<file path="src/sv/fmw_pkg.sv">
package fmw_pkg;

  // walker mode
  typedef enum logic [1:0] {
    MODE_IDLE   = 2'd0,
    MODE_HEADER = 2'd1,
    MODE_DATA   = 2'd2
  } mode_t;

  // result status codes
  typedef enum logic [2:0] {
    STAT_OK       = 3'd0,
    STAT_BAD_TYPE = 3'd1,
    STAT_HDR_SUM  = 3'd2,
    STAT_ZERO_LEN = 3'd3,
    STAT_REC_SUM  = 3'd4
  } status_t;

  // register indexes
  localparam logic REG_FMC_TYPE = 1'b0;
  localparam logic REG_OUI      = 1'b1;

  localparam logic [7:0]  TYPE_BAD_LOW  = 8'h06;
  localparam logic [7:0]  TYPE_BAD_HIGH = 8'hBF;
  localparam int          EOL_BIT       = 7;
  localparam logic [7:0]  FMC_RESET     = 8'hFA;
  localparam logic [23:0] OUI_RESET     = 24'h0012A2;
  localparam logic [7:0]  COUNT_MAX     = 8'hFF;

  // header bytes before data; data byte d sits at position DATA_BASE + d
  localparam logic [8:0]  DATA_BASE     = 9'd5;

  typedef struct packed {
    status_t    status;
    logic [7:0] record_type;
    logic [7:0] record_length;
    logic       end_of_list;
    logic [7:0] record_index;
    logic       is_fmc;
    logic       oui_match;
    logic [3:0] fmc_subtype;
  } res_t;

endpackage

</file>
<file path="src/sv/fmw_core.sv">
module fmw_core (
  input  logic          clk,
  input  logic          rst_n,
  input  logic          accept,
  input  logic [7:0]    data_byte,
  input  logic          area_start,
  input  logic [7:0]    fmc_type_id,
  input  logic [23:0]   expected_oui,
  output logic          res_emit,
  output fmw_pkg::res_t res
);

  fmw_pkg::mode_t mode_r, mode_nxt, mode_v;
  logic [8:0]  pos_r, pos_nxt, pos_v;
  logic [7:0]  sum_r, sum_nxt;
  logic [7:0]  type_r, type_nxt;
  logic [7:0]  len_r, len_nxt;
  logic [7:0]  rsum_r, rsum_nxt;
  logic        eol_r, eol_nxt;
  logic [23:0] oui_r, oui_nxt;
  logic [3:0]  sub_r, sub_nxt;
  logic [7:0]  cnt_r, cnt_nxt, cnt_v;

  logic [7:0]  sum_add;
  logic [8:0]  d;
  logic        last;
  logic        ok;
  fmw_pkg::status_t stat;

  always_comb begin
    mode_v   = area_start ? fmw_pkg::MODE_HEADER : mode_r;
    pos_v    = area_start ? 9'd0 : pos_r;
    cnt_v    = area_start ? 8'd0 : cnt_r;

    mode_nxt = mode_v;
    pos_nxt  = pos_v;
    cnt_nxt  = cnt_v;
    sum_nxt  = sum_r;
    type_nxt = type_r;
    len_nxt  = len_r;
    rsum_nxt = rsum_r;
    eol_nxt  = eol_r;
    oui_nxt  = oui_r;
    sub_nxt  = sub_r;
    res_emit = 1'b0;
    stat     = fmw_pkg::STAT_OK;

    sum_add  = sum_r + data_byte;
    d        = pos_v - fmw_pkg::DATA_BASE;
    last     = ({1'b0, d} + 10'd1) >= {2'b00, len_r};

    case (mode_v)
      fmw_pkg::MODE_HEADER: begin
        case (pos_v)
          9'd0: begin
            type_nxt = data_byte;
            len_nxt  = 8'd0;
            rsum_nxt = 8'd0;
            eol_nxt  = 1'b0;
            oui_nxt  = 24'd0;
            sub_nxt  = 4'd0;
            sum_nxt  = data_byte;
            pos_nxt  = 9'd1;
            if (data_byte >= fmw_pkg::TYPE_BAD_LOW &&
                data_byte <= fmw_pkg::TYPE_BAD_HIGH) begin
              mode_nxt = fmw_pkg::MODE_IDLE;
              res_emit = 1'b1;
              stat     = fmw_pkg::STAT_BAD_TYPE;
            end
          end
          9'd1: begin
            eol_nxt = data_byte[fmw_pkg::EOL_BIT];
            sum_nxt = sum_add;
            pos_nxt = pos_v + 9'd1;
          end
          9'd2: begin
            len_nxt = data_byte;
            sum_nxt = sum_add;
            pos_nxt = pos_v + 9'd1;
          end
          9'd3: begin
            rsum_nxt = data_byte;
            sum_nxt  = sum_add;
            pos_nxt  = pos_v + 9'd1;
          end
          default: begin
            // header checksum byte
            sum_nxt = sum_add;
            if (sum_add != 8'd0) begin
              mode_nxt = fmw_pkg::MODE_IDLE;
              res_emit = 1'b1;
              stat     = fmw_pkg::STAT_HDR_SUM;
            end else if (len_r == 8'd0) begin
              mode_nxt = fmw_pkg::MODE_IDLE;
              res_emit = 1'b1;
              stat     = fmw_pkg::STAT_ZERO_LEN;
            end else begin
              sum_nxt  = 8'd0;
              pos_nxt  = fmw_pkg::DATA_BASE;
              mode_nxt = fmw_pkg::MODE_DATA;
            end
          end
        endcase
      end
      fmw_pkg::MODE_DATA: begin
        sum_nxt = sum_add;
        if (d < 9'd3) begin
          case (d[1:0])
            2'd0:    oui_nxt[7:0]   = oui_r[7:0]   | data_byte;
            2'd1:    oui_nxt[15:8]  = oui_r[15:8]  | data_byte;
            default: oui_nxt[23:16] = oui_r[23:16] | data_byte;
          endcase
        end else if (d == 9'd3) begin
          sub_nxt = data_byte[7:4];
        end
        if (last) begin
          res_emit = 1'b1;
          if (sum_add + rsum_r != 8'd0) begin
            mode_nxt = fmw_pkg::MODE_IDLE;
            stat     = fmw_pkg::STAT_REC_SUM;
          end else if (eol_r) begin
            mode_nxt = fmw_pkg::MODE_IDLE;
          end else begin
            if (cnt_v != fmw_pkg::COUNT_MAX) cnt_nxt = cnt_v + 8'd1;
            mode_nxt = fmw_pkg::MODE_HEADER;
            pos_nxt  = 9'd0;
          end
        end else begin
          pos_nxt = pos_v + 9'd1;
        end
      end
      default: begin
        mode_nxt = fmw_pkg::MODE_IDLE;
      end
    endcase

    // result fields come from the updated record state
    ok                = (stat == fmw_pkg::STAT_OK);
    res.status        = stat;
    res.record_type   = type_nxt;
    res.record_length = len_nxt;
    res.end_of_list   = eol_nxt;
    res.record_index  = cnt_v;
    res.is_fmc        = (type_nxt == fmc_type_id);
    res.oui_match     = ok && res.is_fmc && (len_nxt >= 8'd3) &&
                        (oui_nxt == expected_oui);
    res.fmc_subtype   = (ok && res.is_fmc && (len_nxt >= 8'd4)) ? sub_nxt : 4'd0;
  end

  always_ff @(posedge clk) begin
    if (!rst_n) begin
      mode_r <= fmw_pkg::MODE_IDLE;
      pos_r  <= 9'd0;
      sum_r  <= 8'd0;
      type_r <= 8'd0;
      len_r  <= 8'd0;
      rsum_r <= 8'd0;
      eol_r  <= 1'b0;
      oui_r  <= 24'd0;
      sub_r  <= 4'd0;
      cnt_r  <= 8'd0;
    end else if (accept) begin
      mode_r <= mode_nxt;
      pos_r  <= pos_nxt;
      sum_r  <= sum_nxt;
      type_r <= type_nxt;
      len_r  <= len_nxt;
      rsum_r <= rsum_nxt;
      eol_r  <= eol_nxt;
      oui_r  <= oui_nxt;
      sub_r  <= sub_nxt;
      cnt_r  <= cnt_nxt;
    end
  end

endmodule

</file>
<file path="src/sv/fru_multirecord_walker.sv">
// Channel | Signals                                   | Item
// --------+-------------------------------------------+-------------------------------
// in      | in_valid/in_ready, in_data_byte,          | one byte of the MultiRecord area
//         | in_area_start                             |
// out     | out_valid/out_ready, out_status, ...      | one record result
// cfg     | psel/penable/pwrite/paddr/pwdata/prdata   | 0x0 fmc_type_id, 0x4 expected_oui
//
// One byte per cycle while in_ready is high; a result is registered into the output
// register (or the skid) as the byte that ends its record (or its first error) is taken.
// Reset (rst_n low, synchronous) returns the walker to idle and loads the
// register reset values; no clearing pass.
// Stalls: results sit in the output register plus a one-entry skid; bytes keep
// flowing until the skid fills, then in_ready drops until out_ready frees a slot.
module fru_multirecord_walker (
  input  logic        clk,
  input  logic        rst_n,

  input  logic        in_valid,
  output logic        in_ready,
  input  logic [7:0]  in_data_byte,
  input  logic        in_area_start,

  output logic        out_valid,
  input  logic        out_ready,
  output logic [2:0]  out_status,
  output logic [7:0]  out_record_type,
  output logic [7:0]  out_record_length,
  output logic        out_end_of_list,
  output logic [7:0]  out_record_index,
  output logic        out_is_fmc,
  output logic        out_oui_match,
  output logic [3:0]  out_fmc_subtype,

  input  logic        psel,
  input  logic        penable,
  input  logic        pwrite,
  input  logic [2:0]  paddr,
  input  logic [31:0] pwdata,
  output logic [31:0] prdata,
  output logic        pready
);

  // configuration registers
  logic [7:0]  fmc_type_r;
  logic [23:0] oui_r;
  logic        cfg_wr;
  logic        reg_sel;

  assign pready  = 1'b1;
  assign reg_sel = paddr[2];     // register index; byte offset bits ignored
  assign cfg_wr  = psel && penable && pwrite && pready;

  always_ff @(posedge clk) begin
    if (!rst_n) begin
      fmc_type_r <= fmw_pkg::FMC_RESET;
      oui_r      <= fmw_pkg::OUI_RESET;
    end else if (cfg_wr) begin
      if (reg_sel == fmw_pkg::REG_FMC_TYPE) fmc_type_r <= pwdata[7:0];
      else                                  oui_r      <= pwdata[23:0];
    end
  end

  always_comb begin
    if (reg_sel == fmw_pkg::REG_OUI) prdata = {8'd0, oui_r};
    else                             prdata = {24'd0, fmc_type_r};
  end

  // walker
  logic          accept;
  logic          res_emit;
  fmw_pkg::res_t res;

  // output register + skid
  logic          out_valid_r;
  logic          skid_valid_r;
  fmw_pkg::res_t out_r;
  fmw_pkg::res_t skid_r;
  logic          push;
  logic          pop;

  assign in_ready = !skid_valid_r;
  assign accept   = in_valid && in_ready;

  fmw_core u_core (
    .clk          (clk),
    .rst_n        (rst_n),
    .accept       (accept),
    .data_byte    (in_data_byte),
    .area_start   (in_area_start),
    .fmc_type_id  (fmc_type_r),
    .expected_oui (oui_r),
    .res_emit     (res_emit),
    .res          (res)
  );

  assign push = accept && res_emit;
  assign pop  = out_valid_r && out_ready;

  always_ff @(posedge clk) begin
    if (!rst_n) begin
      out_valid_r  <= 1'b0;
      skid_valid_r <= 1'b0;
    end else if (skid_valid_r) begin
      // no push possible while the skid is full
      if (pop) begin
        skid_valid_r <= 1'b0;
      end
    end else if (push) begin
      if (out_valid_r && !pop) skid_valid_r <= 1'b1;
      out_valid_r <= 1'b1;
    end else if (pop) begin
      out_valid_r <= 1'b0;
    end
  end

  always_ff @(posedge clk) begin
    if (skid_valid_r) begin
      if (pop) out_r <= skid_r;
    end else if (push) begin
      if (!out_valid_r || pop) out_r  <= res;
      else                     skid_r <= res;
    end
  end

  assign out_valid         = out_valid_r;
  assign out_status        = out_r.status;
  assign out_record_type   = out_r.record_type;
  assign out_record_length = out_r.record_length;
  assign out_end_of_list   = out_r.end_of_list;
  assign out_record_index  = out_r.record_index;
  assign out_is_fmc        = out_r.is_fmc;
  assign out_oui_match     = out_r.oui_match;
  assign out_fmc_subtype   = out_r.fmc_subtype;

  // checks
  a_skid_behind_out: assert property (@(posedge clk) disable iff (!rst_n)
    skid_valid_r |-> out_valid_r)
    else $error("skid holds a result while output register is empty");

  a_oui_only_ok_fmc: assert property (@(posedge clk) disable iff (!rst_n)
    out_valid && out_oui_match |-> out_is_fmc && out_status == fmw_pkg::STAT_OK)
    else $error("oui_match on a non-FMC or failed record");

  a_subtype_needs_len: assert property (@(posedge clk) disable iff (!rst_n)
    out_valid && out_fmc_subtype != 4'd0 |->
      out_is_fmc && out_record_length >= 8'd4 && out_status == fmw_pkg::STAT_OK)
    else $error("subtype reported for a record that cannot carry one");

  a_bad_type_empty: assert property (@(posedge clk) disable iff (!rst_n)
    out_valid && out_status == fmw_pkg::STAT_BAD_TYPE |->
      out_record_length == 8'd0 && !out_end_of_list)
    else $error("invalid-type result carries header fields");

endmodule

</file>
<file path="config.mk">
export PLATFORM = sky130hd
export DESIGN_NAME = fru_multirecord_walker
export DESIGN_NICKNAME = d
export VERILOG_FILES = /design/src/sv/fmw_pkg.sv /design/src/sv/fmw_core.sv /design/src/sv/fru_multirecord_walker.sv
export SDC_FILE = /design/constraint.sdc
export NUM_CORES = 1
export LEC_CHECK = 0
export BUFFER_PORTS_ARGS = -buffer_cell sky130_fd_sc_hd__buf_2
export CAP_MARGIN = 30
export CORE_MARGIN = 3
export CORE_UTILIZATION = 50
export DETAILED_ROUTE_END_ITERATION = 12
export GPL_TIMING_DRIVEN = 0
export MAX_ROUTING_LAYER = met4
export PLACE_DENSITY = 0.76
export SYNTH_ARGS = -nofsm -noshare
export SYNTH_HDL_FRONTEND = slang
export SYNTH_SLANG_ARGS = --single-unit
</file>
<file path="constraint.sdc">
create_clock -name clk -period 17.8 [get_ports clk]
set_input_delay 0.89 -clock clk [delete_from_list [all_inputs] [get_ports clk]]
set_output_delay 0.89 -clock clk [all_outputs]
set_load 0.02 [all_outputs]
</file>
Word level (Yosys, flattened, before mapping)
Index checks and enable logic that the tools add are counted.

cells by class
  add/sub/neg operators = 6
  order comparisons = 6
  eq/ne operators = 11
  multiplexer cells = 69
  bitwise gates (word level) = 6
  reduce and logical (&&, ||, !) cells = 35

operator list
  kind                    number
  $mux W34                4
  $mux W8                 14
  $mux W24                3
  $pmux W8 S2             4
  $mux W9                 6
  $pmux W24 S2            1
  $pmux W9 S2             2
  $eq A9 B2 Y1 const B    3
  $eq A24 B24 Y1          1
  $or A8 B8 Y8            3
  $add A8 B8 Y8           2
  $ge A8 B3 Y1 const B    2
  $mux W4                 4
  $reduce_bool A8 Y1      2
  $mux W2                 7
  $mux W1                 13
  $pmux W3 S2             2
  $logic_and A1 B1 Y1     11
  $add A9 B1 Y10 const B  1
  $ge A10 B8 Y1           1
  $reduce_bool A2 Y1      5
  $add A9 B1 Y9 const B   1
  $eq A9 B1 Y1 const B    1
  $logic_not A9 Y1        1
  24 further kinds        39

word-level totals
  flip-flop bits (word level) = 182
  input bits = 51
  output and inout port bits = 69
  word-level logic and storage cells = 163

Depth between registers and ports, before layout
  word-level depth = 13
  gate-level depth with buffers = 21
  mapped depth without buffers = 17

Hierarchy
A second synthesis with hierarchy kept.

second synthesis, totals
  cells, all modules = 1,135
  area, all modules = 10,393.7 µm²

by module, submodules not included
  module                  times used  cells each  area an instance (µm²)  seq. area each (µm²)
  fmw_core                1           847         6,378.6                 1,601.5
  fru_multirecord_walker  1           288         4,015.1                 2,722.6

Worst setup path before layout
No wires, ideal clock.

  kind = input to register
  from = in in_area_start
  to = reg out_r (netlist bit out_end_of_list), enable pin
  library setup time = 436 ps
  arrival time = 5,790 ps
  required time = 17,364 ps
  slack = 11,573 ps
  stages on the path = 20
  buffers on the path = 3
  path through = clkbuf_1 clkbuf_1 inv_1 nand2_1 inv_1 ha_1 clkbuf_1 and3b_1 o211ai_1 nand4_1 xor2_1 nand2_1 ha_1 o2111ai_1 nor2_1 a21oi_1 a21oi_1 o21bai_1 nand2_1 a21oi_1

on the way
  word-level cells in the longest chain between the ends = 9
  elaborated cells between the ends (all ways) = 18
  classes of those cells = add/sub (2); order compare (1); eq/ne (5); mux (5); reduce/logical (5)

ends and longest elaborated chain
  element                           RTL line                       RTL
  start: declaration                fru_multirecord_walker.sv:21   input logic in_area_start,
  $mux W9                           fmw_core.sv:32                 pos_v = area_start ? 9'd0 : pos_r;
  $sub A9 B3 Y9                     fmw_core.sv:49                 d = pos_v - fmw_pkg::DATA_BASE;
  $add A9 B1 Y10                    fmw_core.sv:50                 last = ({1'b0, d} + 10'd1) >= {2'b00, len_r};
  $ge A10 B8 Y1                     fmw_core.sv:50
  $mux W1                           fmw_core.sv:116                if (last) begin
  $pmux W1 S2 (*)                   fmw_core.sv:52                 case (mode_v)
  $logic_and A1 B1 Y1 (*)           fru_multirecord_walker.sv:96   assign push = accept && res_emit;
  $reduce_bool A2 Y1 (no line) (*)  -
  $reduce_and A3 Y1 (no line) (*)   -
  end signal: assignment            fru_multirecord_walker.sv:118  if (pop) out_r <= skid_r;
  end signal: assignment            fru_multirecord_walker.sv:120  if (!out_valid_r || pop) out_r <= res;
  end: declaration                  fru_multirecord_walker.sv:76   fmw_pkg::res_t out_r;

Every way passes the cells marked *; elsewhere a longest branch is shown, timed or not.
A chain may end at the register's enable or synchronous reset.

Final worst setup path
  from = in in_area_start
  to = reg skid_r[14] in the netlist's numbering, enable pin

on the way
  word-level cells in the longest chain between the ends = 8
  elaborated cells between the ends (all ways) = 17
  classes of those cells = add/sub (2); order compare (1); eq/ne (5); mux (5); reduce/logical (4)

ends and longest elaborated chain
  element                          RTL line                       RTL
  $mux W9                          fmw_core.sv:32
  $sub A9 B3 Y9                    fmw_core.sv:49
  $add A9 B1 Y10                   fmw_core.sv:50
  $ge A10 B8 Y1                    fmw_core.sv:50
  $mux W1                          fmw_core.sv:116
  $pmux W1 S2 (*)                  fmw_core.sv:52
  $logic_and A1 B1 Y1 (*)          fru_multirecord_walker.sv:96
  $reduce_and A3 Y1 (no line) (*)  -
  end signal: assignment           fru_multirecord_walker.sv:121  else skid_r <= res;
  end: declaration                 fru_multirecord_walker.sv:77   fmw_pkg::res_t skid_r;

Marks and branches as above.

==> run_results.csv <==
group,metric,value,unit
status,status,"complete, no violations",
clock_tree,cts_buffer_depth,2,
synthesis,synth_cells,1183,
setup_path,crit_path_frequent_cell,"clkbuf_1",
placement,pre_cts_slack,11.03,ns
setup_path,end_kind,"flip-flop",
synthesis,synth_area,0.0105,mm^2
placement,io_buffers,98,
power_and_ir_drop,vdd_drop_max,69.0,uV
sta,tightest_slew,1.13,ns
clock_tree,cts_made_buffers,17,
cells_and_area,utilization,58.7,%
setup_path,crit_chain,"buf_2 -> clkbuf_1 -> clkbuf_1 -> inv_1 -> nand2_1 -> inv_1 -> ha_1 -> clkbuf_1 -> and3b_1 -> o211ai_1 -> nand4_1 -> xor2_1 -> nand2_1 -> ha_1 -> o2111ai_1 -> nor2_1 -> a21oi_1 -> a21oi_1 -> o21bai_1 -> and3_1 -> buf_8",
sta,skew,0.0166,ns
setup_path,critical_path_class,"in2reg",
routing,via_count,10100,
synthesis,synth.top_cell.area_share,21.8,%
cells_and_area,final_cells,1593,
placement,place_congestion,1.01,
clock_tree,cts_tree,"yes",
clock_tree,clk_pin_slew,0.08,ns
synthesis,synth_cell_types,83,
die,rows,52,
sta,finalHoldViolCount,0,
sta,layout_setup_ws,11.29,ns
clock_tree,clk_latency,0.46,ns
setup_path,startpoint_type,"primary input",
power_and_ir_drop,power_leakage,4.57,nW
setup_path,path_delay_family,"buffers and inverters",
synthesis,synth-seq-area-share,41.3,%
routing,wl_per_cell,21.9,um
cells_and_area,area_growth,14.5,%
min_path,hp-class,"reg2reg",
global_route,grt_max_degree,34,
global_route,grt_usage,31.2,%
cells_and_area,nets,1392,
clock_tree,root_buffer,"clkbuf_16",
clock_tree,htreeDepth,4,
synthesis,synth_edf_count,68,
placement,dpl.hpwl,25.8,mm
synthesis,synthFlopType,"dfxtp_1",
power_and_ir_drop,design_power_total,0.976,mW
die,ios,120,
synthesis,synthArstFlopShare,0,%
placement,dp_cells,1560,
cells_and_area,insertedDiodeCount,0,
die,die_area,0.0227,mm^2
global_route,grt_pass1_wl,52.9,mm
synthesis,ys_ff_latch,182,
routing,first_pass_iters,8,
sta,setup_violations,0,
clock_tree,ctsResizeCount,0,
clock_tree,clkSinkCount,182,
setup_path,slowest_stage,"and3_1",
cells_and_area,fillers,1844,
sta,min_period,6.51,ns
clock_tree,cts_setup_buffers,0,
sta,max_freq,154,MHz
die,die_width,151,um
sta,period_share,36.6,%
run,maxCapViolCount,0,
clock_tree,cts-hold-fix-buffers,0,
die,die_y,151,um
routing,antenna_left,0,
synthesis,synthTopCellsByArea,"dfxtp_1 (22%), edfxtp_1 (19%), nor2_1 (4.4%)",
die,initial_core_util,51.3,%
global_route,antenna_found_initial,0,
synthesis,ys_warn_count,0,
sta,relSlewSlack,23.2,%
synthesis,synth_commonest_cells,"nor2_1 (123), dfxtp_1 (114), nand2_1 (111)",
synthesis,synth.most_common_cell,"nor2_1",
routing,first_iter_violations,1083,
sta,tns,0,ns
global_route,grt_pass1_vias,9302,
synthesis,synth.avg_cell_area,8.86,um^2
routing,drt-total-wl,34.9,mm
power_and_ir_drop,p_per_area,81.4,mW/mm^2
setup_path,cp.required,17.96,ns
global_route,grt_overflow,0,
routing,vias_per_cell,6.31,
setup_path,slowest_delay,0.82,ns
routing,drc_errors,0,
setup_path,cp_num_buf_inv,7,
cells_and_area,drive_above_1_share,16.0,%
sta,rsz0062_at_grt,"no",
setup_path,path_max_fanout,19,
sta,slew_viol_final,0,
synthesis,synth_area_leader_cell,"dfxtp_1",
setup_path,critical_path_arrival,6.66,ns
die,coreArea,0.0204,mm^2
[final timing paths]
kind	from	to	slack, ns	depth (start not counted)
hold / removal	oui_r[17]	oui_r[17]	0.48	2
setup reg to reg	u_core.pos_r[0]	skid_r[14]	12.43	18
hold reg to reg	oui_r[17]	oui_r[17]	0.48	2
setup / recovery	in_area_start	skid_r[14]	11.29	21
[per-layer routing]
layer	GRT usage [%]	part of all wire, %	routed length, um
met1	43.3	42	14800
met2	47.2	45	15700
met3	5.36	9.5	3330
met4	9.34	3.2	1110
met5	-	0	0
[area by class of cell]
| class | instances | area, um^2 | share of cell area [%] |
|---|---|---|---|
| multi-input cells | 867 | 5610 | 46.8 |
| flip-flops and latches | 182 | 4320 | 36.0 |
| repair buffers | 101 | 541 | 4.50 |
| clock buffers | 17 | 425 | 3.55 |
| plain buffers | 86 | 375 | 3.13 |
| well taps | 270 | 338 | 2.82 |
| inverters | 55 | 206 | 1.72 |
| clock inverters | 15 | 175 | 1.46 |
[worst reg2reg max path, cell delays in order, from the launching register on]
cell,delay [ns]
dfxtp_1,0.40
clkbuf_1,0.38
nand2_1,0.27
inv_1,0.21
ha_1,0.16
clkbuf_1,0.36
and3b_1,0.23
o211ai_1,0.15
nand4_1,0.19
xor2_1,0.15
nand2_1,0.08
ha_1,0.33
o2111ai_1,0.10
nor2_1,0.11
a21oi_1,0.18
a21oi_1,0.46
o21bai_1,0.24
and3_1,0.82
buf_8,0.26
[cell usage in the layout, fill, tap and decap left out, drive strengths merged, types with 37 or more instances in the layout]
cell type,instances
nor2b,38
inv,62
clkbuf,86
edfxtp,68
buf,118
nand2,111
nor2,125
a21oi,60
dfxtp,114
mux2,41
o21ai,37
[kinds of logic after synthesis]
logic type	after synthesis	share of synthesized area [%]
simple gates	455	21.4
compound gates	305	21.0
flops	182	41.3
buf+inv	141	5.55
mux	42	4.50
fa+ha+maj	32	3.94
xor+xnor	24	2.29
other cells	2	0.0716
[report_power, final]
group / total [mW] / internal, mW / switching, mW
Combinational: 0.140 / 0.0484 / 0.0912
Clock: 0.389 / 0.191 / 0.198
Sequential: 0.447 / 0.440 / 0.00693
[state kept, by name (all words and copies together) (netlist names), 2 cells and up]
name / cells
skid_r: 34
oui_r: 24
u_core.oui_r: 24
u_core.pos_r: 9
fmc_type_r: 8
out_record_index: 8
out_record_length: 8
out_record_type: 8
u_core.cnt_r: 8
u_core.len_r: 8
u_core.rsum_r: 8
u_core.sum_r: 8
u_core.type_r: 8
out_fmc_subtype: 4
u_core.sub_r: 4
out_status: 3
u_core.mode_r: 2
[metrics by stage]
stage	cell area, um^2	hold WS, ns
final	12000	0.477
after floorplan	10500	0.436
after detailed placement	11400	0.470
after global placement	11300	0.444
after global routing	12000	0.507
after CTS	12000	0.481
No activity file was read; power rests on OpenSTA's default activity.
